`config.mk`:
```
export PLATFORM = sky130hd
export DESIGN_NAME = serial_frame_packer_core
export DESIGN_NICKNAME = d
export VERILOG_FILES = /design/src/rtl/sfp_pkg.sv /design/src/rtl/sfp_builder.sv /design/src/rtl/sfp_emitter.sv /design/src/rtl/serial_frame_packer_core.sv
export SDC_FILE = /design/constraint.sdc
export NUM_CORES = 1
export LEC_CHECK = 0
export ABC_AREA = 1
export BUFFER_PORTS_ARGS = -buffer_cell sky130_fd_sc_hd__buf_4
export CAP_MARGIN = 25
export CORE_MARGIN = 2
export CORE_UTILIZATION = 38
export CTS_CLUSTER_DIAMETER = 60
export CTS_CLUSTER_SIZE = 30
export DETAILED_ROUTE_END_ITERATION = 8
export HOLD_SLACK_MARGIN = 0.08
export PLACE_DENSITY = 0.66
export SYNTH_ARGS = -nofsm -noshare
export SYNTH_HDL_FRONTEND = slang
export SYNTH_SLANG_ARGS = --single-unit
```
`constraint.sdc`:
```
create_clock -name clk -period 6.2 [get_ports clk]
set_clock_uncertainty 0.2 [all_clocks]
set_input_delay 0 -clock clk [delete_from_list [all_inputs] [get_ports clk]]
set_output_delay 0 -clock clk [all_outputs]
set_load 0.005 [all_outputs]
```
`src/rtl/sfp_pkg.sv`:
```
`default_nettype none
package sfp_pkg;

  localparam int RUN_CNT_W = 4;
  localparam logic [15:0] CRC_INIT = 16'hFFFF;
  localparam logic [15:0] CRC_POLY = 16'hA001;
  localparam logic [7:0] BYTE_MASK = 8'hFF;

  typedef enum logic [1:0] {
    REG_CRC_ENABLE    = 2'd0,
    REG_HEADER_LENGTH = 2'd1,
    REG_HEADER_WORD   = 2'd2,
    REG_LENGTH_WIDTH  = 2'd3
  } reg_index_t;

  typedef struct packed {
    logic [RUN_CNT_W-1:0] hdr_cnt;
    logic [RUN_CNT_W-1:0] len_cnt;
    logic [16:0]          field;
    logic                 has_pay;
    logic [7:0]           pay_byte;
    logic                 has_crc;
    logic [15:0]          crc;
    logic                 frame_done;
  } run_t;

  function automatic logic [15:0] crc16_update(input logic [15:0] crc, input logic [7:0] b);
    logic [15:0] c;
    c = crc ^ {8'h00, b & BYTE_MASK};
    for (int k = 0; k < 8; k++) begin
      c = c[0] ? ((c >> 1) ^ CRC_POLY) : (c >> 1);
    end
    return c;
  endfunction

endpackage
`default_nettype wire

```
`src/rtl/sfp_builder.sv`:
```
`default_nettype none
module sfp_builder import sfp_pkg::*; #(
  parameter int MAX_HEADER_BYTES = 4,
  parameter int MAX_LENGTH_BYTES = 4
) (
  input  wire logic        clk,
  input  wire logic        rst,
  input  wire logic        accept,
  input  wire logic [7:0]  payload_byte,
  input  wire logic [15:0] frame_length,
  input  wire logic        crc_enable,
  input  wire logic [2:0]  header_length,
  input  wire logic [2:0]  length_width,
  output run_t             run,
  output logic             run_nonempty
);

  logic        in_frame;
  logic [15:0] bytes_left;
  logic [15:0] crc_accum;

  logic        in_frame_next;
  logic [15:0] bytes_left_next;
  logic [15:0] crc_accum_next;

  logic [RUN_CNT_W-1:0] hl;
  logic [RUN_CNT_W-1:0] lw;
  logic [15:0]          bl_base;
  logic [15:0]          bl;
  logic [15:0]          crc_upd;
  logic                 has_pay;

  always_comb begin
    hl = (32'(header_length) > MAX_HEADER_BYTES) ? RUN_CNT_W'(MAX_HEADER_BYTES)
                                                 : RUN_CNT_W'(header_length);
    lw = (32'(length_width) > MAX_LENGTH_BYTES) ? RUN_CNT_W'(MAX_LENGTH_BYTES)
                                                : RUN_CNT_W'(length_width);
    bl_base = in_frame ? bytes_left : frame_length;
    has_pay = in_frame || (frame_length != 16'd0);
    bl      = bl_base - 16'd1;
    crc_upd = crc16_update(in_frame ? crc_accum : CRC_INIT, payload_byte);

    run.hdr_cnt    = in_frame ? '0 : hl;
    run.len_cnt    = in_frame ? '0 : lw;
    run.field      = {1'b0, frame_length} + (crc_enable ? 17'd2 : 17'd0);
    run.has_pay    = has_pay;
    run.pay_byte   = payload_byte;
    run.has_crc    = crc_enable && (!has_pay || bl == 16'd0);
    run.crc        = has_pay ? crc_upd : CRC_INIT;
    run.frame_done = !has_pay || bl == 16'd0;
    run_nonempty   = (run.hdr_cnt != '0) || (run.len_cnt != '0) || run.has_pay || run.has_crc;

    in_frame_next   = has_pay && bl != 16'd0;
    bytes_left_next = has_pay ? bl : 16'd0;
    crc_accum_next  = has_pay ? crc_upd : CRC_INIT;
  end

  always_ff @(posedge clk) begin
    if (rst) begin
      in_frame   <= 1'b0;
      bytes_left <= 16'd0;
      crc_accum  <= CRC_INIT;
    end else if (accept) begin
      in_frame   <= in_frame_next;
      bytes_left <= bytes_left_next;
      crc_accum  <= crc_accum_next;
    end
  end

endmodule
`default_nettype wire

```
`src/rtl/sfp_emitter.sv`:
```
`default_nettype none
module sfp_emitter import sfp_pkg::*; (
  input  wire logic        clk,
  input  wire logic        rst,
  input  wire logic        load,
  input  wire run_t        load_run,
  input  wire logic [31:0] header_word,
  input  wire logic        out_ready,
  output logic             out_valid,
  output logic [7:0]       out_byte,
  output logic             run_end,
  output logic             frame_end
);

  typedef enum logic [2:0] {
    P_HDR, P_LEN, P_PAY, P_CRC_LO, P_CRC_HI, P_NONE
  } phase_t;

  logic                 busy;
  phase_t               phase;
  logic [RUN_CNT_W-1:0] idx;
  run_t                 run;

  phase_t               phase_next;
  logic [RUN_CNT_W-1:0] idx_next;
  logic [RUN_CNT_W-1:0] sh;

  function automatic phase_t first_at(input run_t r, input phase_t from);
    phase_t p;
    p = P_NONE;
    if ((from == P_HDR || from == P_LEN || from == P_PAY || from == P_CRC_LO) && r.has_crc)
      p = P_CRC_LO;
    if ((from == P_HDR || from == P_LEN || from == P_PAY) && r.has_pay)
      p = P_PAY;
    if ((from == P_HDR || from == P_LEN) && r.len_cnt != '0)
      p = P_LEN;
    if (from == P_HDR && r.hdr_cnt != '0)
      p = P_HDR;
    return p;
  endfunction

  always_comb begin
    idx_next   = '0;
    phase_next = P_NONE;
    case (phase)
      P_HDR: begin
        if (idx + 1'b1 < run.hdr_cnt) begin
          phase_next = P_HDR;
          idx_next   = idx + 1'b1;
        end else begin
          phase_next = first_at(run, P_LEN);
        end
      end
      P_LEN: begin
        if (idx + 1'b1 < run.len_cnt) begin
          phase_next = P_LEN;
          idx_next   = idx + 1'b1;
        end else begin
          phase_next = first_at(run, P_PAY);
        end
      end
      P_PAY:    phase_next = first_at(run, P_CRC_LO);
      P_CRC_LO: phase_next = P_CRC_HI;
      default:  phase_next = P_NONE;
    endcase
  end

  always_comb begin
    sh = run.len_cnt - 1'b1 - idx;
    case (phase)
      P_HDR:    out_byte = 8'(64'(header_word) >> (32'(idx) << 3));
      P_LEN:    out_byte = 8'({15'd0, run.field} >> (32'(sh) << 3));
      P_PAY:    out_byte = run.pay_byte;
      P_CRC_LO: out_byte = run.crc[7:0];
      P_CRC_HI: out_byte = run.crc[15:8];
      default:  out_byte = 8'h00;
    endcase
    out_valid = busy;
    run_end   = phase_next == P_NONE;
    frame_end = run_end && run.frame_done;
  end

  always_ff @(posedge clk) begin
    if (rst) begin
      busy  <= 1'b0;
      phase <= P_NONE;
      idx   <= '0;
    end else if (load) begin
      busy  <= 1'b1;
      phase <= first_at(load_run, P_HDR);
      idx   <= '0;
      run   <= load_run;
    end else if (busy && out_ready) begin
      busy  <= phase_next != P_NONE;
      phase <= phase_next;
      idx   <= idx_next;
    end
  end

  a_busy_phase: assert property (@(posedge clk) disable iff (rst)
    busy |-> phase != P_NONE)
    else $error("busy with no byte to send");

  a_load_free: assert property (@(posedge clk) disable iff (rst)
    (load && busy) |-> (out_ready && run_end))
    else $error("new item loaded over an unfinished one");

  a_hold: assert property (@(posedge clk) disable iff (rst)
    (busy && out_ready && !run_end && !load) |=> busy)
    else $error("item dropped before its last byte");

  a_frame_end: assert property (@(posedge clk) disable iff (rst)
    (busy && frame_end) |-> run_end)
    else $error("frame end not on last byte of item");

endmodule
`default_nettype wire

```
`src/rtl/serial_frame_packer_core.sv`:
```
// Serial frame packer.
// Input channel (in_valid/in_ready): one payload byte per item; the first
// item of a frame also carries frame_length. A zero-length frame is a single
// item whose payload_byte is ignored.
// Output channel (out_valid/out_ready): one framed byte per item, with
// run_end on the last byte caused by an input item and frame_end on the
// last byte of a frame (header, big-endian length, payload, CRC-16 low first).
// Config channel (cfg_valid/cfg_ready, cfg_index, cfg_data): always ready;
// write only while the packer is idle.
// The first output byte is presented in the cycle after the input item is taken.
// Throughput: the next item is taken in the cycle the last byte of the current
// one leaves, so payload streams at one byte per cycle while out_ready stays
// high. An item causing no byte produces no output.
// When out_ready is low the current byte holds and in_ready drops.
// Reset: config returns to defaults, the packer waits for a frame start
// and the CRC restarts at 0xFFFF.
`default_nettype none
module serial_frame_packer_core import sfp_pkg::*; #(
  parameter int MAX_HEADER_BYTES = 4,
  parameter int MAX_LENGTH_BYTES = 4
) (
  input  wire logic        clk,
  input  wire logic        rst,
  input  wire logic        in_valid,
  output logic             in_ready,
  input  wire logic [7:0]  payload_byte,
  input  wire logic [15:0] frame_length,
  output logic             out_valid,
  input  wire logic        out_ready,
  output logic [7:0]       out_byte,
  output logic             run_end,
  output logic             frame_end,
  input  wire logic        cfg_valid,
  output logic             cfg_ready,
  input  wire logic [1:0]  cfg_index,
  input  wire logic [31:0] cfg_data
);

  logic        crc_enable;
  logic [2:0]  header_length;
  logic [31:0] header_word;
  logic [2:0]  length_width;

  run_t run;
  logic run_nonempty;
  logic accept;

  assign cfg_ready = 1'b1;
  assign in_ready  = !out_valid || (out_ready && run_end);
  assign accept    = in_valid && in_ready;

  always_ff @(posedge clk) begin
    if (rst) begin
      crc_enable    <= 1'b0;
      header_length <= 3'd2;
      header_word   <= 32'd42330;
      length_width  <= 3'd1;
    end else if (cfg_valid && cfg_ready) begin
      case (reg_index_t'(cfg_index))
        REG_CRC_ENABLE:    crc_enable    <= cfg_data[0];
        REG_HEADER_LENGTH: header_length <= cfg_data[2:0];
        REG_HEADER_WORD:   header_word   <= cfg_data;
        REG_LENGTH_WIDTH:  length_width  <= cfg_data[2:0];
        default: ;
      endcase
    end
  end

  sfp_builder #(
    .MAX_HEADER_BYTES(MAX_HEADER_BYTES),
    .MAX_LENGTH_BYTES(MAX_LENGTH_BYTES)
  ) u_builder (
    .clk          (clk),
    .rst          (rst),
    .accept       (accept),
    .payload_byte (payload_byte),
    .frame_length (frame_length),
    .crc_enable   (crc_enable),
    .header_length(header_length),
    .length_width (length_width),
    .run          (run),
    .run_nonempty (run_nonempty)
  );

  sfp_emitter u_emitter (
    .clk        (clk),
    .rst        (rst),
    .load       (accept && run_nonempty),
    .load_run   (run),
    .header_word(header_word),
    .out_ready  (out_ready),
    .out_valid  (out_valid),
    .out_byte   (out_byte),
    .run_end    (run_end),
    .frame_end  (frame_end)
  );

endmodule
`default_nettype wire

```
Yosys cells after proc, flatten, opt, wreduce, memory -nomap -nowiden. Cells that the tools add are included.

Word-level logic and storage cells: 113. Register bits after elaboration: 132. Output and inout bits: 13. Input bits: 63.

Add/sub/neg operators: 5. Shift-type cells: 2. Bitwise operators: 10. Reductions and logical operators: 30. Magnitude comparators: 4. Equal/unequal tests: 9. Multiplexer cells: 35.

Operators with widths (number): 2-to-1 mux 16 bit (12); one-hot mux 8 bit (5 select lines) (1); 2-to-1 mux 3 bit (13); nonzero test 16 bit (2); right shift 32 x 7 -> 8 bit (1); NOT 2 -> 3 bit (8); adder 16 x 17 -> 17 bit (1); right shift 17 x 7 -> 8 bit (1); zero test 16 bit (1); 2-to-1 mux 4 bit (4); subtractor 16 x 1 -> 16 bit, second input constant (1); XOR 16 x 8 -> 16 bit (1); one-hot mux 3 bit (4 select lines) (1); nonzero test 4 bit (3); AND reduction 2 bit (5); less-than comparator 4 bit (2); one-hot mux 4 bit (2 select lines) (1); logical AND 1 bit (7); == test 3 x 2 -> 1 bit, second input constant (2); == test 3 bit, second input constant (2); greater-than comparator 3 bit, second input constant (2); logical OR 1 bit (6); adder 4 x 1 -> 4 bit, second input constant (1); == test 2 bit, second input constant (2); other kinds (13) (15).

Depth between registers and ports, before layout. Gate-level depths: netlist of the first run.

Word-level depth: 19. Gate-level depth with buffers: 17. Gate-level depth less buffers: 16.

Cells and area by module. A second synthesis of the first run with hierarchy kept.

Cell total of the unflattened synthesis: 1063. Area, all modules: 7707.4 sq um.

Modules (own cells, without submodules): sfp_emitter (instances 1, cells each 319, area each 3093.0 sq um, seq. area each 1721.7 sq um); sfp_builder (instances 1, cells each 502, area each 3006.6 sq um, seq. area each 660.6 sq um); serial_frame_packer_core (instances 1, cells each 242, area each 1607.8 sq um, seq. area each 780.7 sq um).

Least setup slack after synthesis of the first run. No wires, ideal clock.

Kind: flip-flop to flip-flop. From: register u_emitter.idx[0]. To: register u_emitter.run[0] (netlist name), enable pin. Data required time: 5542 ps. Clock period less this slack: 4705 ps. Arrival: 4047 ps. Stages on the path, launching flop included: 13. Library setup time: 458 ps. Path slack: 1495 ps. Path buffers: 0. Cell sequence: dfxtp_1 -> ha_1 -> xor2_1 -> ha_1 -> nand2_1 -> nand3_1 -> a21oi_2 -> nand2_1 -> nor2_1 -> nand3_1 -> nand2_1 -> nand3_4 -> nor2_1.

Word-level cells in the longest chain between the ends: 10. Elaborated cells between the ends (all ways): 12. Those cells by class: add/sub (1); order compare (2); eq/ne (1); mux (3); reduce/logical (5).

Ends and longest elaborated chain: start: declaration (line sfp_emitter.sv:21) `logic [RUN_CNT_W-1:0] idx;`; start signal: assignment (line sfp_emitter.sv:96) `idx <= idx_next;`; adder 4 x 1 -> 4 bit (*) (line sfp_emitter.sv:47, sfp_emitter.sv:55); less-than comparator 4 bit (on tied branches) (line sfp_emitter.sv:55, sfp_emitter.sv:47); 2-to-1 mux 3 bit (on tied branches) (line sfp_emitter.sv:55, sfp_emitter.sv:47); one-hot mux 3 bit (4 select lines) (*) (line sfp_emitter.sv:45) `case (phase)`; == test 3 bit (*) (line sfp_emitter.sv:79) `run_end = phase_next == P_NONE;`; logical AND 1 bit (*) (line serial_frame_packer_core.sv:49) `assign in_ready = !out_valid || (out_ready && run_end);`; logical OR 1 bit (*) (line serial_frame_packer_core.sv:49); via in_ready (line serial_frame_packer_core.sv:25) `output logic in_ready,`; logical AND 1 bit (*) (line serial_frame_packer_core.sv:50) `assign accept = in_valid && in_ready;`; logical AND 1 bit (*) (line serial_frame_packer_core.sv:88) `.load (accept && run_nonempty),`; AND reduction 2 bit (no source line) (*); end signal: assignment (line sfp_emitter.sv:92) `run <= load_run;`; end: declaration (line sfp_emitter.sv:22) `run_t run;`.

Mark *: on every way through the listed nets, which the timed path passes. The rest lies on a longest branch. A chain may end at the register's enable or synchronous reset.

Worst setup path in the final report of the first run.
From: register u_emitter.idx[1]. To: register u_builder.bytes_left[14].

Word-level cells in the longest chain between the ends: 8. Elaborated cells between the ends (all ways): 10. Those cells by class: add/sub (1); order compare (2); eq/ne (1); mux (3); reduce/logical (3).

Ends and longest elaborated chain: adder 4 x 1 -> 4 bit (*) (line sfp_emitter.sv:47, sfp_emitter.sv:55); less-than comparator 4 bit (on tied branches) (line sfp_emitter.sv:55, sfp_emitter.sv:47); 2-to-1 mux 3 bit (on tied branches) (line sfp_emitter.sv:55, sfp_emitter.sv:47); one-hot mux 3 bit (4 select lines) (*) (line sfp_emitter.sv:45); == test 3 bit (*) (line sfp_emitter.sv:79); logical AND 1 bit (*) (line serial_frame_packer_core.sv:49); logical OR 1 bit (*) (line serial_frame_packer_core.sv:49); logical AND 1 bit (*) (line serial_frame_packer_core.sv:50); end signal: assignment (line sfp_builder.sv:65) `bytes_left <= bytes_left_next;`; end: declaration (line sfp_builder.sv:19) `logic [15:0] bytes_left;`.

Mark *: on every way between the ends. The rest lies on a longest branch, timed or not.

==> results of run 1 <==
-- stage by stage --
stage / total power (uW) / hold slack [ns]
6_report: 2340 / 0.132
4_1_cts: 2340 / 0.124
5_1_grt: 2440 / 0.130
3_3_place_gp: 1370 / -0.000666
2_1_floorplan: 1250 / -0.101
3_5_place_dp: 1380 / 0.00107
-- layout make-up --
type	instances	area (um2)
clock buffer	18	429
clock inverter	14	116
fill	1731	8810
inverter	115	432
multi-input combinational	641	3290
sequential	130	3100
tap	229	287
timing repair buffer	175	1550
-- routing by layer --
layer  up-vias  wire length (um)
li1       3369                 -
met1      3046              8790
met2       179              9450
met3        27              1040
met4         0               359
met5         -                 0
-- kinds of logic after synthesis --
group,after synthesis
adders and majority gates,14
DFF,130
and+or+nand+nor,413
muxes,1
AOI/OAI and AO/OA,181
buffers and inverters,152
other,1
xor gates and xnor gates,31
-- flip-flops by register name, indices dropped and copies added, names as in the netlist --
signal                count
crc_enable                1
u_emitter.idx             4
header_word              32
u_emitter.phase           3
u_builder.crc_accum      16
header_length             3
u_builder.in_frame        1
u_emitter.run            50
length_width              3
u_emitter.out_valid       1
u_builder.bytes_left     16
-- worst reg2reg max path, cell delays in order, from the launching register on --
cell,delay [ns]
sky130_fd_sc_hd__dfxtp_1,0.67
sky130_fd_sc_hd__ha_1,0.26
sky130_fd_sc_hd__xor2_1,0.28
sky130_fd_sc_hd__ha_1,0.29
sky130_fd_sc_hd__nand2_1,0.08
sky130_fd_sc_hd__nand3_1,0.11
sky130_fd_sc_hd__a21oi_2,0.15
sky130_fd_sc_hd__nand2_1,0.07
sky130_fd_sc_hd__nor2_1,0.12
sky130_fd_sc_hd__nand2_1,0.11
sky130_fd_sc_hd__nand2_2,0.09
sky130_fd_sc_hd__nand3_4,0.34
sky130_fd_sc_hd__inv_2,0.63
sky130_fd_sc_hd__nand3_1,0.17
sky130_fd_sc_hd__a21oi_1,0.16
sky130_fd_sc_hd__dlygate4sd3_1,0.55
-- repair_timing --
item | in CTS | in global routing
endpoints found under the setup margin | 0 | 0
hold buffers | 95 | 0
endpoints found under the hold margin | 133 | 0
resized for setup | 0 | 0
-- report_power, final --
| group | switching, uW | internal, uW | total (uW) |
|---|---|---|---|
| combinational | 255 | 179 | 434 |
| clock | 377 | 548 | 926 |
| sequential | 25.3 | 952 | 977 |
-- final timing paths --
check | start | end | cells after the start
worst max-delay path | u_emitter.idx[1]$_SDFFE_PP0P_ | u_builder.bytes_left[14]$_SDFFE_PP0P_ | 15
worst min-delay path | payload_byte[7] | u_emitter.run[25]$_DFFE_PP_ | 2
worst max register to register | u_emitter.idx[1]$_SDFFE_PP0P_ | u_builder.bytes_left[14]$_SDFFE_PP0P_ | 15
worst min register to register | u_builder.bytes_left[0]$_SDFFE_PP0P_ | u_builder.bytes_left[0]$_SDFFE_PP0P_ | 2
-- placed cells by master (no fill, tap or decap), drive strengths merged, types with 28 or more instances in the layout --
cell / Yosys / final
xor2: 28 / 28
edfxtp: 50 / 50
dfxtp: 80 / 80
nor2: 103 / 103
buf: 16 / 80
nand2: 191 / 191
a21oi: 67 / 67
nand3: 70 / 70
inv: 113 / 114
dlygate4sd3: 0 / 95
o21ai: 91 / 91
==> results list, run 1 <==
* DP HPWL: 13.3 mm
* Source-to-sink clock delay at the later pin of the worst-skew pair: 0.42 ns
- Sorting the synthesized cells by area gives the leading types as sky130_fd_sc_hd__dfxtp_1 23%, sky130_fd_sc_hd__edfxtp_1 21%, sky130_fd_sc_hd__nand2_1 10%.
* GRT busiest layer: met2
- In the synthesized netlist the async set-or-reset flop fraction comes to 0%.
* Overall routed net length: 19.6 mm
- Share of synthesized cell area in full adder, half adder and majority cells: 2.60%
- Count of final max-slew check failures: 0
- Maximum clock rate: 231 MHz
- Area growth from synthesis to layout: 31.3%
- Of the post-synthesis cell area, the part taken by muxes is 0.143%.
* Setup slack after layout: 1.87 ns
- The H-tree was split into 4 levels.
- The number of clock buffers added by TritonCTS is 17.
* Total number of vias: 6621
- Net Count, Synth: 1000
- At the worst endpoint, the arrival time is 4.50 ns.
- Full die area: 19600 um2
- Final weighted congestion of routability-driven global placement: 0.860
* Setup repair after global routing missed its margin: no
- CP max FO: 34
- In this run the post-CTS setup repair buffer count came out at 0.
- Per-instance average area after synthesis: 7.60 um2
- Area fraction of the dominant cell type after synthesis: 22.8%
- DRC violation total after the first TritonRoute iteration: 512
* Slew at the pin closest to its max-slew limit: 0.837 ns
- CP cell instances: ha_1 > xor2_1 > ha_1 > nand2_1 > nand3_1 > a21oi_2 > nand2_1 > nor2_1 > nand2_1 > nand2_2 > nand3_4 > inv_2 > nand3_1 > a21oi_1 > dlygate4sd3_1
- The first TritonRoute pass finished after 5 iterations.
- After detailed routing, the number of remaining DRC violations is 0.
* Worst relative slew slack: 44.1%
* Vias/cell: 5.01
- Global routing used 26.2% of the available met1 tracks.
- Dominant combinational cell family by area after synthesis: simple AND/OR/NAND/NOR gates
* Maximum number of buffers from clock root to sink: 2
* I/O pin count: 76
- Die X-Extent: 140 um
* Most common cell in the synthesized netlist: sky130_fd_sc_hd__nand2_1
- Clock tree synthesis found a total of 130 sinks.
- Max-cap viol count: 0
- In the synthesized netlist, the cells that appear most often are 189 x sky130_fd_sc_hd__nand2_1, 107 x sky130_fd_sc_hd__inv_1, 100 x sky130_fd_sc_hd__nor2_1.
- Counting distinct cell types in the post-synthesis netlist gives 46.
- First-pass GRT wire length: 31.4 mm
* Largest net degree at the start of global routing: 55
- Once the floorplan was initialized, standard cells occupied 38.9% of the core.
* Met2 usage in global routing: 34.2%
- Number of setup violations in the final report: 0
* Main flop type after synthesis: sky130_fd_sc_hd__dfxtp_1
- The via count of the first global-routing pass was 6279.
* Count of flip-flops with a built-in enable after synthesis: 50
- For the worst setup path, the data required time is 6.37 ns.
- Post-placement cell count: 1195
- Antenna viol nets, final: 0
- Status: complete, no violations
* Initial antenna violation count: 0
* Share of post-route cells with drive strength above 1: 12.9%
- Dividing the detail-routed wire length by the instance count gives 14.9 um.
- In the synthesized netlist, the number of instances is 923.
- Crit Path Class: reg -> reg
- VDD sags by at most 211 uV.
- Most used cell, CP: sky130_fd_sc_hd__nand2_1
- Of the total synthesized cell area, the portion taken by XOR and XNOR cells is 3.87%.
- At the placement stage, the worst setup path has a slack of 2.17 ns.
- During synthesis, Yosys emitted a total of 0 warnings.
- Antenna diode count: 0
- The clock period could shrink to 4.33 ns.
* Final core utilization: 51.1%
* Placed standard-cell area: 7720 um2
- Across every metal layer, demand over resource in global routing totals 20.2%.
- Clock-pin slew was measured on the worst setup and hold paths at 0.06 ns.
* Power density cells: 254 nW/um2
- Non-filler instance count after layout: 1322
- The worst setup path is captured at a register.
* Post-synthesis compound-gate area fraction: 14.5%
- The floorplan has 49 rows.
- Summing the sequential cell areas from Yosys gives 44.2% of the chip area.
- Reported leakage power: 0.00405 uW
- Category of cells accounting for the largest share of critical-path delay: buffers and inverters
* Cell area after synthesis: 7020 um2
- The worst path uses 69.9% of the clock period.
- The biggest area contributor in the post-synthesis netlist is sky130_fd_sc_hd__dfxtp_1.
- STA classifies the critical path startpoint as a register.
- Cell area after layout: 9210 um2
- Clock tree from TritonCTS: done
* Simple logic cell fraction of the synthesized area: 25.7%
* Final net count: 1157
- For this run the aggregate overflow at the end of global routing stands at 0.
- The core region is 18000 um2.
- Height of the chip: 140 um
* FF+latch count, synth: 130
* Number of buffers inserted by port buffering: 74
- TNS Setup: 0 ns
* Hold/Removal Path Class: in -> reg
* Setup slack, reg-to-reg: 1.87 ns
- Number of buffer and inverter stages on the critical path: 2
* Hold violation total from the final report: 0
* Max stage delay cell, worst path: sky130_fd_sc_hd__dfxtp_1
- M3 GR Usage: 3.48%
* Clock Tree Root: sky130_fd_sc_hd__clkbuf_16
- Crit path largest cell delay: 0.67 ns
Power figures use the tool's default switching activity.
==> inputs of run 2 (changes only) <==
==> constraint.sdc (replaced) <==
create_clock -name clk -period 4.1 [get_ports clk]
set_clock_uncertainty 0.2 [all_clocks]
set_input_delay 0 -clock clk [delete_from_list [all_inputs] [get_ports clk]]
set_output_delay 0 -clock clk [all_outputs]
set_load 0.005 [all_outputs]
==> results list, run 2 (synthesis results as in run 1) <==
* Status: complete, no violations
* Hold/Removal Path Class: in -> reg
- Clock tree from TritonCTS: done
- Filler cell count: 1732
- Global router's overall resource usage: 19.8%
- The via count of the first global-routing pass is 6197.
- The count of final hold-check violations is 0.
* Total number of vias: 6497
- Maximum number of buffers from clock root to sink: 2
- Setup repair after global routing missed its margin: no
* Placed standard-cell area: 7750 um2
- Largest net degree at the start of global routing: 51
- Initial antenna violation count: 0
* Source-to-sink clock delay at the later pin of the worst-skew pair: 0.42 ns
* Height of the chip: 140 um
- The worst setup path is launched from a register.
- After detailed routing, the number of vias per cell comes to 4.91.
- The first routing iteration left 383 violations.
- Min Tclk post-route: 3.48 ns
- The congestion estimate from routability-driven global placement came to 0.880.
- At the pin with the least slew margin, the transition time is 0.705 ns.
* Initial Util: 38.9%
- The first global-routing pass estimated 30.7 mm of wire.
- Cell area after layout: 9250 um2
* Maximum clock rate: 288 MHz
* Max-cap viol count: 0
* Number of DRC violations after detailed routing: 0
* Cell row count: 49
- Area growth from synthesis to layout: 31.9%
- DP HPWL: 13.3 mm
- Endpoint arrival time on the critical path: 3.58 ns
- Number of detailed-routing iterations run before antenna repair: 5
- In this run the power density over the cells is 388 nW/um2.
- The root buffer cell chosen for the clock tree is sky130_fd_sc_hd__clkbuf_16.
- CTS sink cnt: 130
- Share of post-route cells with drive strength above 1: 13.3%
- The detail route stage leaves a number of antenna-violating nets equal to 0.
- Buffers added to address setup during post-CTS repair amount to 0.
- In this run the static leakage power is 0.00406 uW.
* Number of setup violations in the final report: 0
- Number of buffers inserted by port buffering: 74
* Top flop regs: u_emitter.run: 50 flops, header_word: 32 flops
- Crit Path Class: reg -> reg
* Final Total Pwr: 3590 uW
* Worst relative slew slack: 52.7%
* Antenna diode count: 0
- Summed over all layers, the routed wires come to 19.0 mm.
- Count of instances resized after the clock tree is built: 0
- In this run the worst path has a maximum fanout of 26.
- The library cells used most frequently in the layout, excluding fill and tap cells, are 189 x sky130_fd_sc_hd__nand2_1, 107 x sky130_fd_sc_hd__inv_1, 99 x sky130_fd_sc_hd__nor2_1.
- Count of final max-slew check failures: 0
- Final net count: 1158
- I/O pin count: 76
- Clock tree synthesis inserted a total of 17 buffers.
* TNS Setup: 0 ns
- Summing all multi-input logic gate instances after layout gives 3290 um2.
- Kind of end point of the critical path: register
- The floorplan step defined a die boundary enclosing 19600 um2.
* Flip-flop count of the largest register, all copies and words added: 50
- The library cell used most frequently in the layout, excluding fill and tap cells, is sky130_fd_sc_hd__nand2_1.
- The total area inside the core boundary comes to 18000 um2.
- Summing all flip-flop and latch instances after layout gives 3100 um2.
- Ranked by flip-flop count, first place goes to u_emitter.run.
- Total of hold buffers inserted after clock tree synthesis: 93
- Post-route fraction of the period consumed by the critical path: 84.8%
* Clock-pin slew on the worst setup and hold paths: 0.06 ns
- In this run the number of H-tree levels came out at 4.
* Worst VDD drop: 345 uV
- The die is 140 um wide.
* Final routed wire length divided by cell count: 14.3 um
- Data on the critical path is required at its endpoint by 4.21 ns.
- Global route overflow: 0
-- run 2: cell count changes in the layout (fill, tap and decap cells not counted), sizes merged --
cell         before  now
buf              80   83
clkbuf           18   17
dlygate4sd3      95   93
clkinv           13   11
bufinv            1    2
clkinvlp          1    3
-- run 2: stage by stage --
step	instances	hold WS, ns	utilization [%]	setup WS [ns]
floorplan	923	-0.101	-	0.235
global placement	1198	-0.00168	43.0	0.858
finish	1323	0.131	51.3	0.624
global route	1323	0.120	51.3	0.380
CTS	1323	0.124	51.3	0.634
detailed placement	1198	0.000758	43.0	0.779
-- run 2: critical path: stages (launching register included) --
cell and delay [ns]:
sky130_fd_sc_hd__dfxtp_1 0.47, sky130_fd_sc_hd__inv_2 0.43, sky130_fd_sc_hd__nand4_1 0.14, sky130_fd_sc_hd__nor4_1 0.24, sky130_fd_sc_hd__nand2_1 0.08, sky130_fd_sc_hd__dlygate4sd3_1 0.56
sky130_fd_sc_hd__buf_4 0.21, sky130_fd_sc_hd__nor2_1 0.10, sky130_fd_sc_hd__nand2_1 0.12, sky130_fd_sc_hd__nand3_4 0.17, sky130_fd_sc_hd__a21oi_1 0.08, sky130_fd_sc_hd__dlygate4sd3_1 0.55
-- run 2: routing by layer --
layer	share of wire, %	up-vias	track usage [%]
met5	0	-	0
met4	1.6	0	5.95
met3	4.5	23	4.34
met2	47	145	33.3
met1	47	2965	25.7
li1	-	3364	-
-- run 2: report_power, final --
part	internal, uW	switching (uW)
combinational	272	377
clock	886	572
sequential	1440	42.6
-- run 2: cell type report --
type                            instances  area share, %
Tap cell                              229           3.10
Clock buffer                           17           4.60
Timing Repair Buffer                  176           16.9
Sequential cell                       130           33.5
Clock inverter                         15           1.54
Multi-Input combinational cell        641           35.6
Inverter                              115           4.67
-- run 2: worst paths after layout --
kind	startpoint	endpoint	slack (ns)	cells past startpoint
worst min-delay path	payload_byte[4]	u_emitter.run[22]$_DFFE_PP_	0.13	2
worst max register to register	u_builder.in_frame$_SDFFE_PP0P_	u_emitter.out_valid$_SDFFE_PP0P_	0.62	11
worst max-delay path	u_builder.in_frame$_SDFFE_PP0P_	u_emitter.out_valid$_SDFFE_PP0P_	0.62	11
worst min register to register	header_word[1]$_SDFFE_PP1P_	header_word[1]$_SDFFE_PP1P_	0.25	2
